## config.mk

```make
export PLATFORM = sky130hd
export DESIGN_NAME = wnp_sin
export DESIGN_NICKNAME = d
export VERILOG_FILES = /design/src/design/wnp_pkg.sv /design/src/design/wnp_sin.sv
export SDC_FILE = /design/constraint.sdc
export NUM_CORES = 2
export LEC_CHECK = 0
export BUFFER_PORTS_ARGS = -buffer_cell sky130_fd_sc_hd__buf_2
export CAP_MARGIN = 30
export CORE_MARGIN = 3
export CORE_UTILIZATION = 68
export CTS_CLUSTER_DIAMETER = 50
export DETAILED_ROUTE_END_ITERATION = 8
export PLACE_DENSITY = 0.85
export SLEW_MARGIN = 25
export SYNTH_ARGS = -nofsm -noshare
export SYNTH_HDL_FRONTEND = slang
export SYNTH_SLANG_ARGS = --single-unit
```

## constraint.sdc

```tcl
create_clock -name clk -period 10.62 [get_ports clk]
set_input_delay 0 -clock clk [delete_from_list [all_inputs] [get_ports clk]]
set_output_delay 0 -clock clk [all_outputs]
set_load 0.01 [all_outputs]
```

## src/design/wnp_pkg.sv

```systemverilog
package wnp_pkg;

    localparam int MAX_POINTS_DEF = 1024;
    localparam int ANGLE_BITS_DEF = 16;
    localparam int NUM_POINTS_RST = 1024;

    // cycles from trig unit input to clamped arc cosine
    localparam int ARC_LAT = 7;

    // quarter-wave polynomial coefficients, q30
    localparam logic [30:0] COEF_A = 31'd1686629713;
    localparam logic [30:0] COEF_B = 31'd688904866;
    localparam logic [30:0] COEF_C = 31'd76016977;
    localparam logic [31:0] ONE_Q30 = 32'd1073741824;

    localparam logic MODE_LOAD  = 1'b0;
    localparam logic MODE_QUERY = 1'b1;

    typedef enum logic [2:0] {
        ST_IDLE,
        ST_MOD,
        ST_SCAN,
        ST_DRAIN,
        ST_ACOS,
        ST_DONE
    } wnp_state_t;

endpackage

```

## src/design/wnp_sin.sv

```systemverilog
module wnp_sin #(
    parameter int ANGLE_BITS = 16
) (
    input  logic                    clk,
    input  logic [ANGLE_BITS-1:0]   angle,
    output logic signed [31:0]      sin_q30
);
    import wnp_pkg::*;

    // five-stage pipelined polynomial sine, q30 out
    logic [1:0]  q0_reg, q1_reg, q2_reg, q3_reg, q4_reg;
    logic [30:0] z0_reg, z1_reg, z2_reg, z3_reg;
    logic [30:0] zsq_reg;
    logic [30:0] t1_reg, t2_reg;
    logic [30:0] zsq2_reg;
    logic [30:0] p_reg;
    logic [61:0] zz_full, t1_full, t2_full, p_full;
    logic [30:0] z_next;
    logic [30:0] r_ext;

    assign r_ext = 31'(angle[ANGLE_BITS-3:0]) << (32 - ANGLE_BITS);
    assign z_next = angle[ANGLE_BITS-2] ? (ONE_Q30[30:0] - r_ext) : r_ext;

    assign zz_full = 62'(z0_reg) * 62'(z0_reg);
    assign t1_full = 62'(COEF_C) * 62'(zsq_reg);
    assign t2_full = 62'(COEF_B - t1_reg) * 62'(zsq2_reg);
    assign p_full  = 62'(COEF_A - t2_reg) * 62'(z3_reg);

    always_ff @(posedge clk)
    begin
        q0_reg   <= angle[ANGLE_BITS-1 -: 2];
        z0_reg   <= z_next;
        q1_reg   <= q0_reg;
        z1_reg   <= z0_reg;
        zsq_reg  <= zz_full[60:30];
        q2_reg   <= q1_reg;
        z2_reg   <= z1_reg;
        zsq2_reg <= zsq_reg;
        t1_reg   <= t1_full[60:30];
        q3_reg   <= q2_reg;
        z3_reg   <= z2_reg;
        t2_reg   <= t2_full[60:30];
        q4_reg   <= q3_reg;
        p_reg    <= (p_full[61:30] > 32'(ONE_Q30)) ? ONE_Q30[30:0] : p_full[60:30];
    end

    assign sin_q30 = q4_reg[1] ? -$signed({1'b0, p_reg}) : $signed({1'b0, p_reg});

endmodule

```

# [Word level (Yosys, flattened, before mapping)]
# Cells that the tools add are included.
[word_totals] register_bits=286 inputBits=17 out_inout_bits=32 elab_cells=26
[op_classes] n_addsub=4 mul=4 n_lt_le_gt_ge=1 muxes=2
[op_table] op="multiplier 32 x 32 -> 62 bit" count=1
[op_table] op="multiplier 31 x 31 -> 61 bit" count=1
[op_table] op="multiplier 31 x 32 -> 61 bit" count=1
[op_table] op="multiplier 27 x 31 -> 58 bit, first input constant" count=1
[op_table] op="greater-than comparator 32 x 31 -> 1 bit, second input constant" count=1
[op_table] op="2-to-1 mux 32 bit" count=1
[op_table] op="negation 31 -> 32 bit" count=1
[op_table] op="subtractor 31 x 31 -> 32 bit, first input constant" count=1
[op_table] op="subtractor 30 x 28 -> 31 bit, first input constant" count=1
[op_table] op="subtractor 31 x 30 -> 31 bit, first input constant" count=1
[op_table] op="2-to-1 mux 30 bit" count=1

# [Logic depth before layout (Yosys ltp)]
[depth] ltp_word=3 depth_mapped=42 mapped_depth_nobuf=40

# [Worst setup path before layout]
# OpenSTA, ideal clock, no wires.
[synth_path] path_type="flip-flop to flip-flop" from="reg t2_reg[1]" to="reg p_reg[20]" setup_ns=0.127 arrival_ns=8.610 required_time_ns=10.493 path_slack_ns=1.883 stages_incl_launch_ff=38 n_path_buf=3 synth_period_minus_slack_ns=8.737 path_cell_list="dfxtp_1 clkbuf_1 inv_1 ha_1 nand2b_1 a21o_1 a21oi_1 o21ai_1 a311o_1 o21ai_0 nand2_1 xnor2_1 clkbuf_1 nand2_1 fa_1 fa_1 fa_1 inv_1 (+2 left out) inv_1 fa_1 inv_1 ha_1 ha_1 ha_1 a21o_1 a21o_1 a21o_1 a211oi_1 o21bai_1 a21oi_1 o21ai_1 a211oi_2 o21a_1 clkbuf_1 nor4b_1 or3_1"
[synth_between] elab_chain_len=3
[synth_lines] element="start, declared" line="wnp_sin.sv:14" rtl="logic [30:0] t1_reg, t2_reg;"
[synth_lines] element="start signal, assigned" line="wnp_sin.sv:42" rtl="t2_reg <= t2_full[60:30];"
[synth_lines] element="subtractor 31 x 31 -> 32 bit *" line="wnp_sin.sv:27" rtl="assign p_full = 62'(COEF_A - t2_reg) * 62'(z3_reg);"
[synth_lines] element="multiplier 32 x 32 -> 62 bit *" line="wnp_sin.sv:27"
[synth_lines] element="greater-than comparator 32 x 31 -> 1 bit" line="wnp_sin.sv:44" rtl="p_reg <= (p_full[61:30] > 32'(ONE_Q30)) ? ONE_Q30[30:0] : p_full[60:30];"
[synth_lines] element="end signal, assigned" line="wnp_sin.sv:44"
[synth_lines] element="end, declared" line="wnp_sin.sv:16" rtl="logic [30:0] p_reg;"
# Mark *: on every way between the ends. The rest lies on a longest branch, timed or not.
# A chain may end at the register's enable or synchronous reset.

# [Worst setup path after layout]
[layout_path] from="reg t1_reg[0]" to="reg t2_reg[29]"
[layout_between] elab_chain_len=2
[layout_lines] element="start, declared" line="wnp_sin.sv:14"
[layout_lines] element="start signal, assigned" line="wnp_sin.sv:39" rtl="t1_reg <= t1_full[60:30];"
[layout_lines] element="subtractor 30 x 28 -> 31 bit" line="wnp_sin.sv:26" rtl="assign t2_full = 62'(COEF_B - t1_reg) * 62'(zsq2_reg);"
[layout_lines] element="multiplier 31 x 32 -> 61 bit" line="wnp_sin.sv:26"
[layout_lines] element="net t2_full[59]" line="wnp_sin.sv:17" rtl="logic [61:0] zz_full, t1_full, t2_full, p_full;"
# The timed path passes the listed nets, and every way through them passes these cells.

==> flow_metrics.env <==
export IMPL_status="finished clean"
export IMPL_max_stage_delay_ns=0.54
export IMPL_slew_violations=0
export IMPL_period_minus_slack_ns=10.03
export IMPL_coreArea_um2=102000
export IMPL_drt_iter0_markers=3766
export IMPL_grt_busiest_layer="met2"
export IMPL_ys_warn_count=0
export IMPL_grt_pass1_vias=58000
export IMPL_drcViolationCount=0
export IMPL_max_slew_margin_pct=25.7
export IMPL_synth_edf_count=0
export IMPL_cp_end_kind="flop"
export IMPL_hold_class="input port to flop"
export IMPL_dp_hpwl_um=141000
export IMPL_synth_area_top_cells="fa_1, ha_1, inv_1, dfxtp_1, and2_1"
export IMPL_final_nets=10000
export IMPL_yosys_area_top_type="fa_1"
export IMPL_ys_seq_area_share_pct=5.94
export IMPL_critPathMaxFanout=23
export IMPL_wl_per_cell_um=20.3
export IMPL_synth_top_family_by_area="adder cells"
export IMPL_gp_congestion=0.927
export IMPL_gr_usage_met3_pct=6.39
export IMPL_synthArstFlopShare_pct=0
export IMPL_die_area_um2=107000
export IMPL_crit_arrival_ns=10.58
export IMPL_worst_path_max_delay_cell="fa_1"
export IMPL_syn2layout_area_growth_pct=4.93
export IMPL_final_antenna_net_count=0
export IMPL_worstMarginPinSlew_ns=1.11
export IMPL_syn_nets=10100
export IMPL_gr_usage_all_layers_pct=34.5
export IMPL_cts_setup_buffers=0
export IMPL_synth_cell_area_um2=70400
export IMPL_dieWidth_um=328
export IMPL_fmax_mhz=99.7
export IMPL_drt_vias_per_instance=5.77
export IMPL_ys_flop_type="dfxtp_1"
export IMPL_placed_area_um2=72500
export IMPL_vias=51200
export IMPL_cts_max_path_buffers=3
export IMPL_ys_types=76
export IMPL_row_count=117
export IMPL_htree_levels=1
export IMPL_path_delay_family="adder cells"
export IMPL_gr_usage_met2_pct=59.7
export IMPL_drt_pass1_iter_count=8
export IMPL_synth_xor_area_share_pct=2.82
export IMPL_ys_seq_elements=209
export IMPL_syn_area_per_cell_um2=9.37
export IMPL_grt_max_degree=45
export IMPL_timing_hold_ws_ns=0.0526
export IMPL_synth_compound_area_share_pct=3.29
export IMPL_routed_wl_um=180000
export IMPL_synth_common_cells="inv_1, fa_1, ha_1, nand2_1, and2_1"
export IMPL_crit_required_ns=11.17
export IMPL_synthCells=7515
export IMPL_grt_met1_usage_pct=41.8
export IMPL_post_synth_top_count_cell="inv_1"
export IMPL_cts_made_buffers=31
export IMPL_antenna_found_initial=9
export IMPL_drive_above_1_share_pct=3.88
export IMPL_cts_tree="built"
export IMPL_setup_violations=0
export IMPL_io_pins=49
export IMPL_stdcell_area_um2=73900
export IMPL_cts_root_buf="clkbuf_16"
export IMPL_finalHoldViolCount=0
export IMPL_yosys_area_share_adder_pct=62.3
export IMPL_synth_mux_area_share_pct=0.0586
export IMPL_start_kind="flop"
export IMPL_finalCritPeriodShare_pct=94.4
export IMPL_fin_skew_ns=0.0218
export IMPL_clkTransAtPathRegs_ns=0.08
export IMPL_grt_pass1_wl_um=294000
export IMPL_crit_top_cell="fa_1"
export IMPL_critPathKind="flop to flop"
export IMPL_die_h_um=328
export IMPL_synth_top_area_share_pct=45.2
export IMPL_port_buffers=48
export IMPL_maxCapViolations=0
export IMPL_clk_latency_ns=0.63
export IMPL_synth_simple_area_share_pct=13.4
export IMPL_cts_sinks=209
export IMPL_cp_num_buf_inv=3
export IMPL_grt_overflow=0
export IMPL_start_util_pct=68.8
==> kinds of logic after synthesis <==
group	count (synthesis)
AOI/OAI and AO/OA	352
xor gates and xnor gates	225
adders and majority gates	2552
buffers and inverters	2278
DFF	209
muxes	4
and+or+nand+nor	1895
==> layout make-up <==
cell class / count / area (µm²)
repair buffers: 196 / 1510
clock inverters: 25 / 234
well taps: 1368 / 1710
flip-flops and latches: 209 / 4200
inverters: 2003 / 7520
multi-input cells: 5028 / 57900
diodes: 5 / 12.5
fillers: 6763 / 28500
clock buffers: 31 / 776
==> through the flow <==
step	worst slack [ns]	TNS, ns	utilization [%]	instances
floorplan	1.88	0	-	7515
global placement	0.647	0	70.8	8767
detailed placement	0.484	0	70.8	8768
CTS	0.461	0	72.1	8852
global route	-0.0881	-0.0881	72.2	8863
finish	0.594	0	72.2	8865
==> worst paths after layout <==
kind | startpoint | endpoint | slack, ns | depth (start not counted)
setup / recovery | t1_reg[0] | t2_reg[29] | 0.59 | 37
setup reg to reg | t1_reg[0] | t2_reg[29] | 0.59 | 37
hold reg to reg | q1_reg[1] | q2_reg[1] | 0.33 | 0
hold / removal | angle[0] | z0_reg[16] | 0.05 | 2
==> layout by cell type, fill, tap and decap left out, types with 16 or more instances in the layout <==
master	n
nand2b_1	47
o21ai_0	55
a21oi_1	98
nor2_1	118
xnor2_2	16
o21a_1	22
and2_1	610
buf_4	108
dfxtp_1	197
a21o_1	42
fa_1	1589
nor3_1	24
ha_1	963
xnor2_1	149
inv_1	2003
dlygate4sd3_1	28
and3_1	19
clkbuf_16	31
nand2_1	827
xor2_1	48
nor2b_1	67
buf_2	49
o21ai_1	19
nand3_1	47
nand4_1	83
==> per-layer routing <==
| metal | vias up | share of wire, % | wire, µm |
|---|---|---|---|
| li1 | 22000 | - | - |
| met1 | 25600 | 36 | 63800 |
| met2 | 2704 | 49 | 88000 |
| met3 | 845 | 9.7 | 17300 |
| met4 | 0 | 5.8 | 10400 |
| met5 | - | 0 | 0 |
==> what timing repair did <==
item,in CTS,in global routing
resized for setup,0,4
setup endpoints to repair,0,14
endpoints found under the hold margin,16,0
hold buffers,28,0
Power is not shown: default switching activity piles up to over one toggle a cycle in this logic, so the estimate is an artifact.
